File: src/rtl/tss_pkg.sv
package tss_pkg;

   localparam int DATA_W        = 32;
   localparam int CMD_W         = 3;
   localparam int STATUS_W      = 2;
   localparam int COUNT_W       = 5;
   localparam int DEPTH_DEFAULT = 16;

   localparam logic [CMD_W-1:0] CMD_PUSH_A = 3'd0;
   localparam logic [CMD_W-1:0] CMD_POP_A  = 3'd1;
   localparam logic [CMD_W-1:0] CMD_PUSH_B = 3'd2;
   localparam logic [CMD_W-1:0] CMD_POP_B  = 3'd3;
   localparam logic [CMD_W-1:0] CMD_LIST_A = 3'd4;
   localparam logic [CMD_W-1:0] CMD_LIST_B = 3'd5;

   localparam logic [STATUS_W-1:0] STAT_OK    = 2'd0;
   localparam logic [STATUS_W-1:0] STAT_FULL  = 2'd1;
   localparam logic [STATUS_W-1:0] STAT_EMPTY = 2'd2;

   typedef struct packed {
      logic rd_en;
      logic wr_en;
   } mem_ctl_type;

endpackage

File: src/rtl/tss_seq.sv
module tss_seq #(
   parameter int DEPTH = tss_pkg::DEPTH_DEFAULT
) (
   input  logic                            clock,
   input  logic                            reset,
   input  logic                            req_valid,
   output logic                            req_stall,
   input  logic [tss_pkg::CMD_W-1:0]       req_cmd,
   input  logic [tss_pkg::DATA_W-1:0]      req_value,
   output tss_pkg::mem_ctl_type            mem_ctl,
   output logic [$clog2(DEPTH)-1:0]        mem_addr,
   output logic [tss_pkg::DATA_W-1:0]      mem_wr_data,
   input  logic [tss_pkg::DATA_W-1:0]      mem_rd_data,
   output logic                            rsp_valid,
   input  logic                            rsp_stall,
   output logic [tss_pkg::STATUS_W-1:0]    rsp_status,
   output logic [tss_pkg::DATA_W-1:0]      rsp_data,
   output logic [tss_pkg::COUNT_W-1:0]     rsp_count_a,
   output logic [tss_pkg::COUNT_W-1:0]     rsp_count_b,
   output logic                            rsp_last
);
   import tss_pkg::*;

   localparam int AW = $clog2(DEPTH);
   localparam int CW = $clog2(DEPTH + 1);

   localparam logic [1:0] S_IDLE = 2'd0;
   localparam logic [1:0] S_POP  = 2'd1;
   localparam logic [1:0] S_LIST = 2'd2;

   logic [1:0]          state_ff, state_in;
   logic [CW-1:0]       size_a_ff, size_a_in;
   logic [CW-1:0]       size_b_ff, size_b_in;
   logic [CW-1:0]       idx_ff, idx_in;
   logic                list_b_ff, list_b_in;

   logic                rsp_valid_ff, rsp_valid_in;
   logic [STATUS_W-1:0] rsp_status_ff, rsp_status_in;
   logic [DATA_W-1:0]   rsp_data_ff, rsp_data_in;
   logic [COUNT_W-1:0]  rsp_count_a_ff, rsp_count_a_in;
   logic [COUNT_W-1:0]  rsp_count_b_ff, rsp_count_b_in;
   logic                rsp_last_ff, rsp_last_in;

   logic                out_free;
   logic                accept;
   logic                load;
   logic                full;
   logic [CW-1:0]       pop_a_addr;
   logic [CW-1:0]       pop_b_addr;
   logic [CW-1:0]       idx_next;
   logic [CW-1:0]       list_size;

   assign out_free   = !rsp_valid_ff || !rsp_stall;
   assign req_stall  = (state_ff != S_IDLE) || !out_free;
   assign accept     = req_valid && !req_stall;
   assign full       = ((CW+1)'(size_a_ff) + (CW+1)'(size_b_ff)) >= (CW+1)'(DEPTH);
   assign pop_a_addr = size_a_ff - CW'(1);
   assign pop_b_addr = CW'(DEPTH) - size_b_ff;
   assign idx_next   = idx_ff + CW'(1);
   assign list_size  = list_b_ff ? size_b_ff : size_a_ff;

   always_comb begin
      state_in      = state_ff;
      size_a_in     = size_a_ff;
      size_b_in     = size_b_ff;
      idx_in        = idx_ff;
      list_b_in     = list_b_ff;
      load          = 1'b0;
      rsp_status_in = STAT_OK;
      rsp_data_in   = '0;
      rsp_last_in   = 1'b1;
      mem_ctl       = '0;
      mem_addr      = '0;
      mem_wr_data   = req_value;
      unique case (state_ff)
         S_IDLE: begin
            if (accept) begin
               unique case (req_cmd)
                  CMD_PUSH_A: begin
                     load = 1'b1;
                     if (full) begin
                        rsp_status_in = STAT_FULL;
                     end else begin
                        mem_ctl.wr_en = 1'b1;
                        mem_addr      = size_a_ff[AW-1:0];
                        size_a_in     = size_a_ff + CW'(1);
                        rsp_data_in   = req_value;
                     end
                  end
                  CMD_PUSH_B: begin
                     load = 1'b1;
                     if (full) begin
                        rsp_status_in = STAT_FULL;
                     end else begin
                        mem_ctl.wr_en = 1'b1;
                        mem_addr      = AW'(DEPTH - 1) - size_b_ff[AW-1:0];
                        size_b_in     = size_b_ff + CW'(1);
                        rsp_data_in   = req_value;
                     end
                  end
                  CMD_POP_A: begin
                     if (size_a_ff == '0) begin
                        load          = 1'b1;
                        rsp_status_in = STAT_EMPTY;
                     end else begin
                        mem_ctl.rd_en = 1'b1;
                        mem_addr      = pop_a_addr[AW-1:0];
                        size_a_in     = pop_a_addr;
                        state_in      = S_POP;
                     end
                  end
                  CMD_POP_B: begin
                     if (size_b_ff == '0) begin
                        load          = 1'b1;
                        rsp_status_in = STAT_EMPTY;
                     end else begin
                        mem_ctl.rd_en = 1'b1;
                        mem_addr      = pop_b_addr[AW-1:0];
                        size_b_in     = size_b_ff - CW'(1);
                        state_in      = S_POP;
                     end
                  end
                  CMD_LIST_A: begin
                     if (size_a_ff == '0) begin
                        load          = 1'b1;
                        rsp_status_in = STAT_EMPTY;
                     end else begin
                        mem_ctl.rd_en = 1'b1;
                        mem_addr      = '0;
                        idx_in        = '0;
                        list_b_in     = 1'b0;
                        state_in      = S_LIST;
                     end
                  end
                  CMD_LIST_B: begin
                     if (size_b_ff == '0) begin
                        load          = 1'b1;
                        rsp_status_in = STAT_EMPTY;
                     end else begin
                        mem_ctl.rd_en = 1'b1;
                        mem_addr      = AW'(DEPTH - 1);
                        idx_in        = '0;
                        list_b_in     = 1'b1;
                        state_in      = S_LIST;
                     end
                  end
                  default: begin
                  end
               endcase
            end
         end
         S_POP: begin
            load        = 1'b1;
            rsp_data_in = mem_rd_data;
            state_in    = S_IDLE;
         end
         S_LIST: begin
            if (out_free) begin
               load        = 1'b1;
               rsp_data_in = mem_rd_data;
               rsp_last_in = (idx_next == list_size);
               if (idx_next == list_size) begin
                  state_in = S_IDLE;
               end else begin
                  idx_in        = idx_next;
                  mem_ctl.rd_en = 1'b1;
                  mem_addr      = list_b_ff ? AW'(DEPTH - 1) - idx_next[AW-1:0]
                                            : idx_next[AW-1:0];
               end
            end
         end
         default: begin
            state_in = S_IDLE;
         end
      endcase
      rsp_count_a_in = COUNT_W'(size_a_in);
      rsp_count_b_in = COUNT_W'(size_b_in);
      if (load) begin
         rsp_valid_in = 1'b1;
      end else if (!rsp_stall) begin
         rsp_valid_in = 1'b0;
      end else begin
         rsp_valid_in = rsp_valid_ff;
      end
   end

   always_ff @(posedge clock) begin
      if (reset) begin
         state_ff     <= S_IDLE;
         size_a_ff    <= '0;
         size_b_ff    <= '0;
         idx_ff       <= '0;
         list_b_ff    <= 1'b0;
         rsp_valid_ff <= 1'b0;
      end else begin
         state_ff     <= state_in;
         size_a_ff    <= size_a_in;
         size_b_ff    <= size_b_in;
         idx_ff       <= idx_in;
         list_b_ff    <= list_b_in;
         rsp_valid_ff <= rsp_valid_in;
      end
   end

   always_ff @(posedge clock) begin
      if (load) begin
         rsp_status_ff  <= rsp_status_in;
         rsp_data_ff    <= rsp_data_in;
         rsp_count_a_ff <= rsp_count_a_in;
         rsp_count_b_ff <= rsp_count_b_in;
         rsp_last_ff    <= rsp_last_in;
      end
   end

   assign rsp_valid   = rsp_valid_ff;
   assign rsp_status  = rsp_status_ff;
   assign rsp_data    = rsp_data_ff;
   assign rsp_count_a = rsp_count_a_ff;
   assign rsp_count_b = rsp_count_b_ff;
   assign rsp_last    = rsp_last_ff;

   a_sizes_fit: assert property (@(posedge clock) disable iff (reset)
      ((CW+1)'(size_a_ff) + (CW+1)'(size_b_ff)) <= (CW+1)'(DEPTH))
      else $error("stack sizes exceed memory depth");

   a_no_overwrite: assert property (@(posedge clock) disable iff (reset)
      load |-> out_free)
      else $error("result loaded over a pending transfer");

   a_single_access: assert property (@(posedge clock) disable iff (reset)
      !(mem_ctl.rd_en && mem_ctl.wr_en))
      else $error("memory read and write in the same cycle");

   a_pop_after_read: assert property (@(posedge clock) disable iff (reset)
      (state_ff == S_POP) |-> $past(mem_ctl.rd_en))
      else $error("pop result without a memory read");

   a_busy_stalls: assert property (@(posedge clock) disable iff (reset)
      (state_ff != S_IDLE) |-> req_stall)
      else $error("input open while a command is in progress");

endmodule

File: src/rtl/two_stacks_shared_array.sv
// Two LIFO stacks in one DEPTH-word memory: stack A fills from entry 0 upward,
// stack B from entry DEPTH-1 downward, and a push is refused with a full status
// once they meet. A push or a full or empty answer loads the result directly;
// a pop loads the word from its registered memory read. A list reads its first
// word, then streams one word per cycle while the result side keeps taking
// them, holding the input stalled until the word marked last has been handed
// over. The memory needs no clearing after reset.
module two_stacks_shared_array #(
   parameter int DEPTH = tss_pkg::DEPTH_DEFAULT
) (
   input  logic                               clock,
   input  logic                               reset,
   input  logic                               req_valid,
   output logic                               req_stall,
   input  logic [tss_pkg::CMD_W-1:0]          req_cmd,
   input  logic signed [tss_pkg::DATA_W-1:0]  req_value,
   output logic                               rsp_valid,
   input  logic                               rsp_stall,
   output logic [tss_pkg::STATUS_W-1:0]       rsp_status,
   output logic signed [tss_pkg::DATA_W-1:0]  rsp_data,
   output logic [tss_pkg::COUNT_W-1:0]        rsp_count_a,
   output logic [tss_pkg::COUNT_W-1:0]        rsp_count_b,
   output logic                               rsp_last
);
   import tss_pkg::*;

   localparam int AW = $clog2(DEPTH);

   mem_ctl_type       mem_ctl;
   logic [AW-1:0]     mem_addr;
   logic [DATA_W-1:0] mem_wr_data;
   logic [DATA_W-1:0] mem_rd_data_ff;
   logic [DATA_W-1:0] mem [DEPTH];
   logic [DATA_W-1:0] rsp_data_raw;

   tss_seq #(
      .DEPTH (DEPTH)
   ) u_seq (
      .clock       (clock),
      .reset       (reset),
      .req_valid   (req_valid),
      .req_stall   (req_stall),
      .req_cmd     (req_cmd),
      .req_value   (req_value),
      .mem_ctl     (mem_ctl),
      .mem_addr    (mem_addr),
      .mem_wr_data (mem_wr_data),
      .mem_rd_data (mem_rd_data_ff),
      .rsp_valid   (rsp_valid),
      .rsp_stall   (rsp_stall),
      .rsp_status  (rsp_status),
      .rsp_data    (rsp_data_raw),
      .rsp_count_a (rsp_count_a),
      .rsp_count_b (rsp_count_b),
      .rsp_last    (rsp_last)
   );

   always_ff @(posedge clock) begin
      if (mem_ctl.wr_en) begin
         mem[mem_addr] <= mem_wr_data;
      end
   end

   always_ff @(posedge clock) begin
      if (mem_ctl.rd_en) begin
         mem_rd_data_ff <= mem[mem_addr];
      end
   end

   assign rsp_data = rsp_data_raw;

endmodule

File: config.mk
export PLATFORM = sky130hd
export DESIGN_NAME = two_stacks_shared_array
export DESIGN_NICKNAME = d
export VERILOG_FILES = /design/src/rtl/tss_pkg.sv /design/src/rtl/tss_seq.sv /design/src/rtl/two_stacks_shared_array.sv
export SDC_FILE = /design/constraint.sdc
export NUM_CORES = 1
export LEC_CHECK = 0
export ABC_AREA = 1
export BUFFER_PORTS_ARGS = -buffer_cell sky130_fd_sc_hd__buf_2
export CORE_ASPECT_RATIO = 1.2
export CORE_MARGIN = 2
export CORE_UTILIZATION = 60
export DETAILED_ROUTE_END_ITERATION = 12
export PLACE_DENSITY = 0.88
export SKIP_LAST_GASP = 1
export SYNTH_ARGS = -nofsm -noshare
export SYNTH_HDL_FRONTEND = slang
export SYNTH_SLANG_ARGS = --single-unit
File: constraint.sdc
create_clock -name clock -period 8.8 [get_ports clock]
set_input_delay 0 -clock clock [delete_from_list [all_inputs] [get_ports clock]]
set_output_delay 0 -clock clock [all_outputs]
set_load 0.05 [all_outputs]
==> run_results.csv <==
group,metric,value,unit
placed_design,portBuffers,85,
timing,slew_viol_final,0,
clocking,post_cts_buffers,0,
clocking,htree_num_levels,2,
power_and_ir_drop,switching_power,1.66,mW
grt,first_global_vias,19200,
yosys,synth.area.top_cells,"edfxtp_1 (66%), nand2_1 (18%), nand3_1 (5.4%)",
drt,drtPass1Iterations,6,
clocking,cts_buffer_depth,3,
worst_setup_path,reg2reg_to,"mem[4][0]$_DFFE_PP_",
worst_setup_path,path_max_fanout,77,
clocking,clkTransAtPathRegs,0.07,ns
grt,overflow,0,
worst_setup_path,arrival,5.45,ns
yosys,syn_area,26600,sq um
cells_and_area,final_util,67.2,%
floorplanning,start_util,60.7,%
yosys,avgSynthCellArea,10.1,sq um
cells_and_area,nNetsFinal,2735,
placed_design,post_dp_cell_area,27400,sq um
timing,fin_crit,5.24,ns
timing,hold_viol,0,
drt,via_per_inst,5.97,
yosys,synth_nets,2681,
worst_setup_path,start_kind,"register",
timing,slew_headroom,8.47,%
clocking,clkSinkCount,608,
timing,max_freq,0.191,GHz
cells_and_area,regArea,18100,sq um
worst_setup_path,critPathRequiredTime,9.00,ns
yosys,syn_inst,2627,
drt,first_iter_violations,2752,
floorplanning,fp.dieH,235,microns
grt,antenna_found_initial,0,
yosys,ys_types,37,
cells_and_area,drive_gt1_share,8.84,%
cells_and_area,post-route-cell-area,29500,sq um
cells_and_area,multi_input_area,7580,sq um
power_and_ir_drop,p_seq_share,51.3,%
outcome,status,"finished clean",
timing,whs,0.157,ns
drt,wl,68300,microns
job,cap_viol_max_count,0,
drt,dr_total_vias,19600,
power_and_ir_drop,static-leakage-power,12.1,nW
yosys,ys_top_cells_by_count,"nand2_1 (1282), edfxtp_1 (589), nand3_1 (289)",
timing,grt_setup_unrepaired,"no",
clocking,clk_latency,0.61,ns
grt,grtUsageTotal,29.5,%
power_and_ir_drop,p_comb_share,12.0,%
worst_setup_path,worst_r2r_path_depth,12,
power_and_ir_drop,cellPowerDensity,216,nW/um^2
floorplanning,row_count,84,
power_and_ir_drop,p_clk_share,36.6,%
yosys,synth.most_common_cell,"nand2_1",
yosys,yosysWarnings,0,
min_path,worstHoldPathType,"in2reg",
timing,finalCritPeriodShare,59.6,%
yosys,synth_top_area_share,66.5,%
min_path,hp-start,"req_valid",
worst_setup_path,rrSetupSlack,3.56,ns
timing,setup_viol,0,
drt,wire_per_inst,20.8,microns
worst_setup_path,timing_worst_setup_path_type,"reg2reg",
timing,layout_setup_ws,3.56,ns
min_path,hold_depth,6,
floorplanning,die_w,196,microns
yosys,seq_area_frac_synth,67.9,%
cells_and_area,area_delta_synth_final,10.7,%
power_and_ir_drop,ir_worst_vdd,0.000211,V
timing,fin_skew,0.0241,ns
grt,grt_pass1_wl,105000,microns
grt,grt_max_degree,242,
yosys,async_flop_share,0,%
floorplanning,core,43800,sq um
drt,ant_nets,0,
cells_and_area,diodes,0,
yosys,ys.flop_type,"edfxtp_1",
placed_design,dp_slack,3.65,ns
clocking,post_cts_resized,0,
min_path,min_to,"u_seq.size_b_ff[1]$_SDFF_PP0_",
placed_design,dp_hpwl,36500,microns
floorplanning,die-area,46100,sq um
power_and_ir_drop,p_sw_share,26.2,%
worst_setup_path,reg2reg_from,"u_seq.size_b_ff[0]$_SDFF_PP0_",
clocking,cts_made_buffers,56,
power_and_ir_drop,p_int,4.69,mW
clocking,hold_buffers,37,
timing,finalSetupTns,0,ns
yosys,synth-seq-cells,608,
clocking,cts_root_buf,"clkbuf_16",
yosys,yosysTopAreaCell,"edfxtp_1",
worst_setup_path,critPathCaptureType,"register",
floorplanning,io_pins,86,
placed_design,gp_congestion,0.873,
timing,tightestPinTransition,1.37,ns
drt,drc,0,
clocking,cts_tree,"built",
yosys,synth_edf_count,589,
cells_and_area,fillers,2985,
==> layout make-up <==
type | instances | area share [%]
multi-input combinational | 1760 | 25.7
tap | 559 | 2.37
sequential | 608 | 61.3
timing repair buffer | 138 | 3.19
inverter | 117 | 1.50
clock inverter | 38 | 0.985
clock buffer | 66 | 4.88
==> per-stage QoR <==
step | instances | total power, mW
5_1_grt | 3286 | 6.53
4_1_cts | 3286 | 6.35
3_3_place_gp | 3145 | 4.03
3_5_place_dp | 3145 | 4.05
6_report | 3286 | 6.36
2_1_floorplan | 2627 | 3.84
==> layer usage <==
| metal | vias up | global-route usage, % | wire length [microns] | share of wire, % |
|---|---|---|---|---|
| met5 | - | 0 | 0 | 0 |
| met4 | 0 | 12.9 | 2900 | 4.2 |
| met3 | 245 | 4.48 | 6730 | 9.8 |
| met2 | 1314 | 49.4 | 33900 | 50 |
| met1 | 9213 | 38.5 | 24700 | 36 |
| li1 | 8840 | - | - | - |
==> power groups by stage <==
stage,logic (mW),registers (mW),clock network (mW)
after floorplan,0.409,3.43,0
after global placement,0.705,3.32,0
after detailed placement,0.729,3.33,0
after CTS,0.753,3.26,2.33
after global routing,0.832,3.27,2.43
final,0.765,3.26,2.33
==> worst max-delay path by stage <==
stage / from / to / slack (ns) / depth (start not counted)
global placement: u_seq.size_b_ff[0]$_SDFF_PP0_ / mem[4][15]$_DFFE_PP_ / 3.62 / 12
detailed placement: u_seq.size_b_ff[0]$_SDFF_PP0_ / mem[4][11]$_DFFE_PP_ / 3.65 / 12
CTS: u_seq.size_b_ff[0]$_SDFF_PP0_ / mem[4][0]$_DFFE_PP_ / 3.62 / 12
finish: u_seq.size_b_ff[0]$_SDFF_PP0_ / mem[4][0]$_DFFE_PP_ / 3.56 / 12
floorplan: u_seq.size_b_ff[1]$_SDFF_PP0_ / mem[10][0]$_DFFE_PP_ / 4.80 / 15
global route: u_seq.size_b_ff[0]$_SDFF_PP0_ / mem[0][4]$_DFFE_PP_ / 3.26 / 12
==> registers in the layout, summed over array words and instances (netlist names) <==
name / flops
u_seq.rsp_valid: 1
u_seq.state_ff: 2
u_seq.list_b_ff: 1
u_seq.rsp_last: 1
u_seq.size_a_ff: 5
mem: 512
u_seq.rsp_count_a: 5
mem_rd_data_ff: 32
u_seq.rsp_data: 32
u_seq.rsp_count_b: 5
u_seq.size_b_ff: 5
u_seq.idx_ff: 5
u_seq.rsp_status: 2
==> worst max-delay path, cell delays in order, from the launching register on <==
cell and delay, ns:
dfxtp_1 0.43, inv_1 0.21, ha_1 0.25, nand3_2 0.18, nand2_1 0.27, inv_2 0.10
a21oi_1 0.20, nand2_1 0.07, nand2_1 0.12, nand2_4 0.52, inv_4 0.68, nand4_1 0.56
nor2_4 1.19
==> kinds of logic after synthesis <==
group / after synthesis / synth area share [%]
simple gates: 1647 / 24.9
flops: 608 / 67.9
buf+inv: 259 / 4.34
compound gates: 87 / 1.77
fa+ha+maj: 15 / 0.705
xor+xnor: 11 / 0.362
==> cell usage in the layout (no fill, tap or decap), drive strengths merged, types with 23 or more instances in the layout <==
cell,Yosys,layout
o21ai,51,51
dlygate4sd3,0,37
clkbuf,28,66
nand3,293,293
edfxtp,589,589
buf,114,101
clkinv,20,50
nand2,1288,1288
a21oi,23,23
inv,97,99
nor2,48,48
Note: power is estimated with default switching activity, not from simulation.
